`src/rtl/core/bfa_pkg.sv`:
```
`timescale 1ns / 1ps
// Shared constants and types for the bitmap frame allocator.
// No dependencies.
package bfa_pkg;

  localparam int NUM_BLOCKS = 4096;
  localparam int BLOCK_SIZE = 4096;
  localparam int WORD_BITS  = 32;
  localparam int WORDS      = NUM_BLOCKS / WORD_BITS;
  localparam int WORD_AW    = $clog2(WORDS);
  localparam int BLK_W      = $clog2(NUM_BLOCKS);
  localparam int BS_SHIFT   = $clog2(BLOCK_SIZE);
  localparam int CNT_W      = 13;
  localparam int LIM_W      = WORD_AW + 1;

  typedef enum logic [1:0] {
    ACT_ALLOC    = 2'd0,
    ACT_FREE     = 2'd1,
    ACT_REG_FREE = 2'd2,
    ACT_REG_USED = 2'd3
  } action_t;

  typedef struct packed {
    logic               clear;
    logic               step;
    logic [7:0]         bits;
    logic [BLK_W-1:0]   base;
    logic [CNT_W-1:0]   need;
  } scan_ctl_t;

endpackage

```
`src/rtl/core/bfa_bitmap.sv`:
```
`timescale 1ns / 1ps
// Usage bitmap store: one 32-bit word per address, registered read.
// Entries never written read as all ones. Depends on bfa_pkg.
module bfa_bitmap import bfa_pkg::*; (
  input  logic               clk,
  input  logic               rst,
  input  logic               rd_en,
  input  logic [WORD_AW-1:0] rd_addr,
  output logic [31:0]        rd_data,
  input  logic               wr_en,
  input  logic [WORD_AW-1:0] wr_addr,
  input  logic [31:0]        wr_data
);

  logic [31:0]      mem [WORDS];
  logic [31:0]      mem_q;
  logic [WORDS-1:0] valid;
  logic             valid_q;

  always_ff @(posedge clk) begin
    if (wr_en) begin
      mem[wr_addr] <= wr_data;
    end
    if (rd_en) begin
      mem_q   <= mem[rd_addr];
      valid_q <= valid[rd_addr];
    end
  end

  always_ff @(posedge clk) begin
    if (rst) begin
      valid <= '0;
    end else if (wr_en) begin
      valid[wr_addr] <= 1'b1;
    end
  end

  assign rd_data = valid_q ? mem_q : '1;

endmodule

```
`src/rtl/core/bfa_scan.sv`:
```
`timescale 1ns / 1ps
// Free-run scanner: walks eight bitmap bits per step, tracking the run length.
// Depends on bfa_pkg.
module bfa_scan import bfa_pkg::*; (
  input  logic             clk,
  input  logic             rst,
  input  scan_ctl_t        ctl,
  output logic             hit,
  output logic [BLK_W-1:0] hit_pos
);

  logic [CNT_W-1:0] run;
  logic [CNT_W-1:0] run_next;

  always_comb begin
    run_next = run;
    hit      = 1'b0;
    hit_pos  = ctl.base;
    for (int i = 0; i < 8; i++) begin
      if (!hit) begin
        if (ctl.bits[i]) begin
          run_next = '0;
        end else begin
          run_next = run_next + CNT_W'(1);
          if (run_next == ctl.need) begin
            hit     = 1'b1;
            hit_pos = ctl.base + BLK_W'(i);
          end
        end
      end
    end
  end

  always_ff @(posedge clk) begin
    if (rst || ctl.clear) begin
      run <= '0;
    end else if (ctl.step) begin
      run <= run_next;
    end
  end

endmodule

```
`src/rtl/core/bitmap_frame_allocator_core.sv`:
```
`timescale 1ns / 1ps
// Bitmap frame allocator top: sequencer, used-block counter, result registers.
// Depends on bfa_pkg, bfa_bitmap, bfa_scan.
//
// Usage:
//   Issue a request by raising start while busy is low; action, address and
//   amount are sampled at that edge. busy stays high until the result is out.
//   The result appears on block_address, success and used_blocks for one
//   cycle with done high; the receiver cannot stall, so take it then.
//   total_blocks is written through cfg_valid/cfg_ready/cfg_data; the user must
//   write it only while idle, as the block does not enforce it; cfg_ready is always high.
// Steps, one request at a time:
//   Free and region: setup, clip, then a read and a write per bitmap word
//   touched, plus a read and write of word 0 (block 0 fixup) on region
//   requests; an ignored free or a refused allocate goes from setup to the result.
//   Allocate: setup, then per 32-block word a word read and eight bits a cycle
//   through the run scanner, then a read and a write per word marked.
// Reset:
//   All blocks read as used, used_blocks is 4096, total_blocks is 4096;
//   the first request is taken right away.
module bitmap_frame_allocator_core import bfa_pkg::*; (
  input  logic             clk,
  input  logic             rst,
  input  logic             start,
  output logic             busy,
  input  logic [1:0]       action,
  input  logic [31:0]      address,
  input  logic [31:0]      amount,
  input  logic             cfg_valid,
  output logic             cfg_ready,
  input  logic [CNT_W-1:0] cfg_data,
  output logic             done,
  output logic [31:0]      block_address,
  output logic             success,
  output logic [CNT_W-1:0] used_blocks
);

  typedef enum logic [7:0] {
    S_IDLE      = 8'b0000_0001,
    S_SETUP     = 8'b0000_0010,
    S_CLIP      = 8'b0000_0100,
    S_SCAN_RD   = 8'b0000_1000,
    S_SCAN_BYTE = 8'b0001_0000,
    S_W_RD      = 8'b0010_0000,
    S_W_WR      = 8'b0100_0000,
    S_DONE      = 8'b1000_0000
  } state_t;

  state_t state;

  logic [1:0]             act_q;
  logic [31:0]            addr_q;
  logic [31:0]            amt_q;
  logic [CNT_W-1:0]       total_blocks;
  logic [CNT_W-1:0]       used_count;
  logic [31-BS_SHIFT:0]   first_q;
  logic [31:0]            n_q;
  logic [BLK_W-1:0]       run_lo;
  logic [BLK_W-1:0]       run_hi;
  logic                   set_q;
  logic                   force0;
  logic [WORD_AW-1:0]     word_idx;
  logic [1:0]             byte_idx;
  logic [LIM_W-1:0]       limit;

  logic [CNT_W-1:0]       eff_total;
  logic [CNT_W-1:0]       free_cnt;
  logic [32:0]            cnt_sum;
  logic [CNT_W-1:0]       cnt_add;
  logic [CNT_W-1:0]       cnt_sub;
  logic [31:0]            cnt_n;
  logic [CNT_W-1:0]       avail;
  logic [31:0]            n_clip;
  logic [BLK_W:0]         start_blk;

  logic                   rd_en;
  logic [WORD_AW-1:0]     rd_addr;
  logic [31:0]            rd_data;
  logic                   wr_en;
  logic [31:0]            wr_data;
  logic [31:0]            mask;
  logic [4:0]             lo_bit;
  logic [4:0]             hi_bit;

  scan_ctl_t              scan_ctl;
  logic                   hit;
  logic [BLK_W-1:0]       hit_pos;

  assign busy        = (state != S_IDLE);
  assign done        = (state == S_DONE);
  assign cfg_ready   = 1'b1;
  assign used_blocks = used_count;

  assign eff_total = (total_blocks < CNT_W'(NUM_BLOCKS)) ? total_blocks : CNT_W'(NUM_BLOCKS);
  assign free_cnt  = (eff_total > used_count) ? eff_total - used_count : '0;

  // Shared saturating counter unit; amount source depends on the step.
  always_comb begin
    if (state == S_SCAN_BYTE) begin
      cnt_n = amt_q;
    end else if (act_q == ACT_FREE) begin
      cnt_n = amt_q;
    end else begin
      cnt_n = 32'(amt_q >> BS_SHIFT);
    end
  end
  assign cnt_sum = {20'd0, used_count} + {1'b0, cnt_n};
  assign cnt_add = (cnt_sum > {20'd0, eff_total}) ? eff_total : cnt_sum[CNT_W-1:0];
  assign cnt_sub = (cnt_n >= {19'd0, used_count}) ? '0 : used_count - cnt_n[CNT_W-1:0];

  assign avail  = CNT_W'(NUM_BLOCKS) - CNT_W'(first_q);
  assign n_clip = (n_q > {19'd0, avail}) ? {19'd0, avail} : n_q;

  assign start_blk = {1'b0, hit_pos} + (BLK_W+1)'(1) - amt_q[BLK_W:0];

  always_comb begin
    scan_ctl.clear = (state == S_SETUP);
    scan_ctl.step  = (state == S_SCAN_BYTE);
    scan_ctl.bits  = rd_data[8*byte_idx +: 8];
    scan_ctl.base  = {word_idx, byte_idx, 3'b000};
    scan_ctl.need  = amt_q[CNT_W-1:0];
  end

  bfa_scan u_scan (
    .clk     (clk),
    .rst     (rst),
    .ctl     (scan_ctl),
    .hit     (hit),
    .hit_pos (hit_pos)
  );

  assign lo_bit  = (word_idx == run_lo[BLK_W-1:5]) ? run_lo[4:0] : 5'd0;
  assign hi_bit  = (word_idx == run_hi[BLK_W-1:5]) ? run_hi[4:0] : 5'd31;
  assign mask    = ({32{1'b1}} << lo_bit) & ({32{1'b1}} >> (5'd31 - hi_bit));
  assign wr_data = set_q ? (rd_data | mask) : (rd_data & ~mask);
  assign wr_en   = (state == S_W_WR);
  assign rd_en   = (state == S_SCAN_RD) || (state == S_W_RD);
  assign rd_addr = word_idx;

  bfa_bitmap u_bitmap (
    .clk     (clk),
    .rst     (rst),
    .rd_en   (rd_en),
    .rd_addr (rd_addr),
    .rd_data (rd_data),
    .wr_en   (wr_en),
    .wr_addr (word_idx),
    .wr_data (wr_data)
  );

  always_ff @(posedge clk) begin
    if (rst) begin
      total_blocks <= CNT_W'(4096);
    end else if (cfg_valid && cfg_ready) begin
      total_blocks <= cfg_data;
    end
  end

  always_ff @(posedge clk) begin
    if (rst) begin
      state      <= S_IDLE;
      used_count <= CNT_W'(NUM_BLOCKS);
      force0     <= 1'b0;
    end else begin
      case (state)
        S_IDLE: begin
          if (start) begin
            act_q         <= action;
            addr_q        <= address;
            amt_q         <= amount;
            block_address <= '0;
            success       <= 1'b1;
            force0        <= 1'b0;
            state         <= S_SETUP;
          end
        end
        S_SETUP: begin
          word_idx <= '0;
          byte_idx <= '0;
          limit    <= LIM_W'(eff_total >> 5);
          case (act_q)
            ACT_ALLOC: begin
              if (amt_q == '0 || amt_q > {19'd0, free_cnt} || (eff_total >> 5) == '0) begin
                success <= 1'b0;
                state   <= S_DONE;
              end else begin
                state <= S_SCAN_RD;
              end
            end
            ACT_FREE: begin
              if (amt_q == 32'd1 && addr_q == '0) begin
                state <= S_DONE;
              end else begin
                first_q    <= addr_q[31:BS_SHIFT];
                n_q        <= amt_q;
                set_q      <= 1'b0;
                used_count <= cnt_sub;
                state      <= S_CLIP;
              end
            end
            default: begin
              first_q    <= addr_q[31:BS_SHIFT];
              n_q        <= 32'(amt_q >> BS_SHIFT);
              set_q      <= (act_q == ACT_REG_USED);
              used_count <= (act_q == ACT_REG_USED) ? cnt_add : cnt_sub;
              force0     <= 1'b1;
              state      <= S_CLIP;
            end
          endcase
        end
        S_CLIP: begin
          if ({12'd0, first_q} >= 32'(NUM_BLOCKS) || n_q == '0) begin
            if (force0) begin
              force0   <= 1'b0;
              set_q    <= 1'b1;
              run_lo   <= '0;
              run_hi   <= '0;
              word_idx <= '0;
              state    <= S_W_RD;
            end else begin
              state <= S_DONE;
            end
          end else begin
            run_lo   <= first_q[BLK_W-1:0];
            run_hi   <= first_q[BLK_W-1:0] + n_clip[BLK_W-1:0] - BLK_W'(1);
            word_idx <= first_q[BLK_W-1:5];
            state    <= S_W_RD;
          end
        end
        S_SCAN_RD: begin
          byte_idx <= '0;
          state    <= S_SCAN_BYTE;
        end
        S_SCAN_BYTE: begin
          if (hit) begin
            run_lo        <= start_blk[BLK_W-1:0];
            run_hi        <= hit_pos;
            word_idx      <= start_blk[BLK_W-1:5];
            set_q         <= 1'b1;
            used_count    <= cnt_add;
            block_address <= 32'({start_blk[BLK_W-1:0], {BS_SHIFT{1'b0}}});
            state         <= S_W_RD;
          end else if (byte_idx == 2'd3) begin
            if (({1'b0, word_idx} + LIM_W'(1)) == limit) begin
              success <= 1'b0;
              state   <= S_DONE;
            end else begin
              word_idx <= word_idx + WORD_AW'(1);
              state    <= S_SCAN_RD;
            end
          end else begin
            byte_idx <= byte_idx + 2'd1;
          end
        end
        S_W_RD: begin
          state <= S_W_WR;
        end
        S_W_WR: begin
          if (word_idx != run_hi[BLK_W-1:5]) begin
            word_idx <= word_idx + WORD_AW'(1);
            state    <= S_W_RD;
          end else if (force0) begin
            // block 0 always ends up used after a region request
            force0   <= 1'b0;
            set_q    <= 1'b1;
            run_lo   <= '0;
            run_hi   <= '0;
            word_idx <= '0;
            state    <= S_W_RD;
          end else begin
            state <= S_DONE;
          end
        end
        S_DONE: begin
          state <= S_IDLE;
        end
        default: begin
          state <= S_IDLE;
        end
      endcase
    end
  end

`ifndef ASSERT_OFF
  a_done_then_idle: assert property (@(posedge clk) disable iff (rst)
    done |=> !busy)
    else $error("no return to idle after result");

  a_fail_zero_addr: assert property (@(posedge clk) disable iff (rst)
    (done && !success) |-> (block_address == '0))
    else $error("failed allocation carries an address");

  a_count_bound: assert property (@(posedge clk) disable iff (rst)
    used_count <= CNT_W'(NUM_BLOCKS))
    else $error("used count above block total");

  a_write_after_read: assert property (@(posedge clk) disable iff (rst)
    wr_en |-> $past(state) == S_W_RD)
    else $error("bitmap write without preceding read");
`endif

endmodule

```
`config.mk`:
```
export PLATFORM = sky130hd
export DESIGN_NAME = bitmap_frame_allocator_core
export DESIGN_NICKNAME = d
export VERILOG_FILES = /design/src/rtl/core/bfa_pkg.sv /design/src/rtl/core/bfa_bitmap.sv /design/src/rtl/core/bfa_scan.sv /design/src/rtl/core/bitmap_frame_allocator_core.sv
export SDC_FILE = /design/constraint.sdc
export NUM_CORES = 2
export LEC_CHECK = 0
export ABC_AREA = 1
export BUFFER_PORTS_ARGS = -buffer_cell sky130_fd_sc_hd__buf_2
export CORE_AREA = 4 4 792 794
export CTS_BUF_LIST = sky130_fd_sc_hd__clkbuf_4 sky130_fd_sc_hd__clkbuf_8 sky130_fd_sc_hd__clkbuf_16
export CTS_CLUSTER_DIAMETER = 150
export CTS_CLUSTER_SIZE = 40
export DETAILED_ROUTE_END_ITERATION = 6
export DIE_AREA = 0 0 796 798
export PLACE_DENSITY = 0.44
export SYNTH_ARGS = -nofsm -noshare
export SYNTH_HDL_FRONTEND = slang
export SYNTH_SLANG_ARGS = --single-unit
```
`constraint.sdc`:
```
create_clock -name clk -period 11.75 [get_ports clk]
set_input_delay 0.5875 -clock clk [delete_from_list [all_inputs] [get_ports clk]]
set_output_delay 0.5875 -clock clk [all_outputs]
set_load 0.005 [all_outputs]
```
==> flow_metrics.tcl <==
set metrics [dict create \
    drive_gt1_share_pct 10.4 \
    htree_num_levels 4 \
    max-vdd-ir-drop_uv 105 \
    grt_first_pass_wirelength_um 903000 \
    power_switching_w 0.00544 \
    busiest_layer "met2" \
    ioPinCount 132 \
    hold_viol 0 \
    crit_fanout 6 \
    rr_worst_depth 87 \
    fin_cells 21700 \
    gp_congestion 0.878 \
    grt_overflow 0 \
    cp.arrival_ns 11.47 \
    finClkSkew_ns 0.124 \
    crit_path_start_kind "flop" \
    start_util_pct 28.9 \
    drt_iter0_markers 12800 \
    holdPathEnd "total_blocks[9]" \
    yosys_warnings 0 \
    max-cap-violations 0 \
    cts.sinks 4478 \
    place_ws_ns 0.638 \
    dieArea_um2 635000 \
    drc 0 \
    grt_max_degree 129 \
    crit_buf_inv 11 \
    synth-seq-cells 4478 \
    synth_area_um2 179000 \
    post_drt_via_cell_ratio 5.28 \
    synth_top_area_share_pct 72.1 \
    setup_viol 0 \
    worstSetupEndpointType "flop" \
    synth_area_leaders "edfxtp_1 72%, nand2_1 4.8%, a22oi_1 2.8%" \
    postRouteWirelength_um 655000 \
    clkTransAtPathRegs_ns 0.16 \
    status "finished clean" \
    dr.pass1.iters 6 \
    port_buffers 110 \
    clockPowerShare_pct 29.5 \
    holdPathStages 3 \
    slew_viol_final 0 \
    crit_required_ns 12.46 \
    gr-usage-met2_pct 33.0 \
    combPwrFrac_pct 2.6 \
    seqPwrFrac_pct 67.9 \
    r2r_end "rd_addr[5]" \
    clockBufferDepth 4 \
    wl_per_cell_um 30.2 \
    netSwitchingFraction_pct 21.3 \
    place_inst 21300 \
    final.period_utilization_pct 91.5 \
    min-delay-path-class "in -> reg" \
    fmax_mhz 93.0 \
    fillers 61300 \
    critPathKind "reg -> reg" \
    power_density_nw_per_um2 128 \
    drtAntennaViolNets 0 \
    fin_nets 13500 \
    grt_pass1_vias 109000 \
    num_vias 114000 \
    slowest_stage "dfxtp_4" \
    cts_root_buf "clkbuf_16" \
    area_delta_synth_final_pct 11.2 \
    antenna_found_initial 40 \
    fin_crit_ns 10.76 \
    postSynthAreaPerCell_um2 13.8 \
    clock_latency_ns 1.00 \
    core_area_um2 619000 \
    dp_hpwl_um 391000 \
    gr-usage-all-layers_pct 19.8 \
    syn_inst 13000 \
    use_met3_pct 2.02 \
    slowest_delay_ns 0.39 \
    p_int_w 0.0201 \
    critPathLaunch "u_scan.run[1]" \
    worstHoldStart "cfg_valid" \
    synthArstFlopShare_pct 0 \
    rr_startpoint "u_scan.run[1]" \
    cts-buffers-inserted 142 \
    yosysSeqAreaShare_pct 74.1 \
    yosys.area.top_type "edfxtp_1" \
    fin_ws_ns 0.993 \
    cpMostUsedCell "nand2_1" \
    maxSlewHeadroom_pct 9.61 \
    rows 289 \
    grt_use_met1_pct 27.8 \
    cts_tree "yes" \
    path_delay_family "simple AND/OR/NAND/NOR gates" \
    die_h_um 798 \
    ys.flop_type "edfxtp_1" \
    r2r_setup_slack_ns 0.99 \
    synth-edff-count 4302 \
    worst_pin_slew_ns 1.35 \
    p_leak_nw 63.2 \
    die_w_um 796 \
    ys_types 73 \
]
==> synth_stat cells, types with 176 or more instances <==
library cell and n:
edfxtp_1 4302, nand2_1 2315, nor2_1 881, a22oi_1 674, nand4_1 591, a22o_1 528, a221oi_1 500, inv_1 499
nand3_1 492, clkbuf_1 489, a21oi_1 305, o21ai_0 244, dfxtp_1 176
==> through the flow <==
stage	hold WS, ns	util [%]	power [W]	TNS, ns	area (µm²)
5_1_grt	0.292	32.2	0.0263	-0.171	199000
6_report	0.284	32.2	0.0255	0	199000
3_5_place_dp	0.436	31.3	0.0183	0	193000
2_1_floorplan	0.427	-	0.0180	0	179000
3_3_place_gp	0.433	31.3	0.0183	0	193000
4_1_cts	0.170	32.1	0.0257	0	199000
==> per-layer routing <==
| layer | part of all wire (%) | wire length, µm |
|---|---|---|
| met1 | 44 | 290000 |
| met4 | 2.8 | 18600 |
| met3 | 5.5 | 35900 |
| met2 | 47 | 310000 |
| met5 | 0.0082 | 54 |
==> layout by cell type (no fill, tap or decap), drive strengths merged, types with 7 or more instances in the layout <==
cell / synthesis / final
a211oi: 8 / 8
a21boi: 7 / 7
a21oi: 311 / 311
a221oi: 500 / 500
a22o: 528 / 528
a22oi: 674 / 674
a31oi: 20 / 20
a41oi: 23 / 23
buf: 194 / 672
clkbuf: 490 / 211
clkinv: 16 / 26
conb: 2 / 21
dfxtp: 176 / 176
diode: 0 / 18
dlygate4sd3: 0 / 87
edfxtp: 4302 / 4302
ha: 143 / 143
inv: 534 / 546
nand2: 2394 / 2394
nand3: 517 / 517
nand3b: 12 / 12
nand4: 592 / 592
nor2: 939 / 939
nor3: 59 / 59
nor4: 31 / 31
o2111ai: 22 / 22
o211ai: 24 / 24
o21a: 8 / 8
o21ai: 287 / 287
o21bai: 14 / 14
o221ai: 24 / 24
o22ai: 11 / 11
or2: 10 / 10
xnor2: 12 / 12
xor2: 75 / 75
==> power groups by stage <==
stage,combinational (W),clock [W],sequential [W]
6_report,0.000672,0.00752,0.0173
4_1_cts,0.000672,0.00772,0.0173
5_1_grt,0.000728,0.00822,0.0173
2_1_floorplan,0.000356,0,0.0177
3_5_place_dp,0.000645,0,0.0177
3_3_place_gp,0.000647,0,0.0177
==> repair_timing <==
action / 4_1_cts / 5_1_grt
endpoints found under the setup margin: 0 / 13
hold buffers: 87 / 0
setup buffers: 0 / 19
gates resized for setup: 0 / 55
endpoints found under the hold margin: 86 / 0
==> registers in the layout, indices dropped and copies added, names as in the netlist, 8 cells and up <==
register	flops
amt_q	32
u_bitmap.mem	4096
total_blocks	13
n_q	32
used_blocks	13
addr_q	32
state	8
run_hi	12
block_address	12
limit	8
u_scan.run	13
u_bitmap.valid	128
run_lo	12
first_q	20
u_bitmap.mem_q	32
==> cell type report <==
cell class | instances | area [µm²] | share of cell area [%]
tap | 8293 | 10400 | 5.21
inverter | 550 | 2070 | 1.04
multi-input combinational | 7322 | 43400 | 21.8
antenna | 18 | 45.0 | 0.0226
timing repair buffer | 759 | 6100 | 3.06
clock inverter | 22 | 418 | 0.210
clock buffer | 211 | 4160 | 2.09
sequential | 4478 | 133000 | 66.6
==> worst min-delay path: cells and delay by family <==
family	cells	cell delay (ns)
buf+inv	2	0.41
compound gates	1	0.19
==> logic make-up after synthesis <==
family	after synthesis	share of synthesized area (%)
compound gates	2497	10.5
other cells	2	0.00419
simple gates	4568	11.3
buf+inv	1234	2.69
xor+xnor	88	0.438
flops	4478	74.1
fa+ha+maj	148	1.05
==> worst max path at each step <==
stage                 endpoint  slack [ns]  cells past startpoint
floorplan           rd_addr[6]        1.64                     93
global placement    rd_addr[6]        0.37                     87
detailed placement  rd_addr[6]        0.64                     86
CTS                 rd_addr[6]        0.65                     88
global route        rd_addr[6]       -0.08                     93
finish              rd_addr[5]        0.99                     87
(Power assumes the default switching activity.)
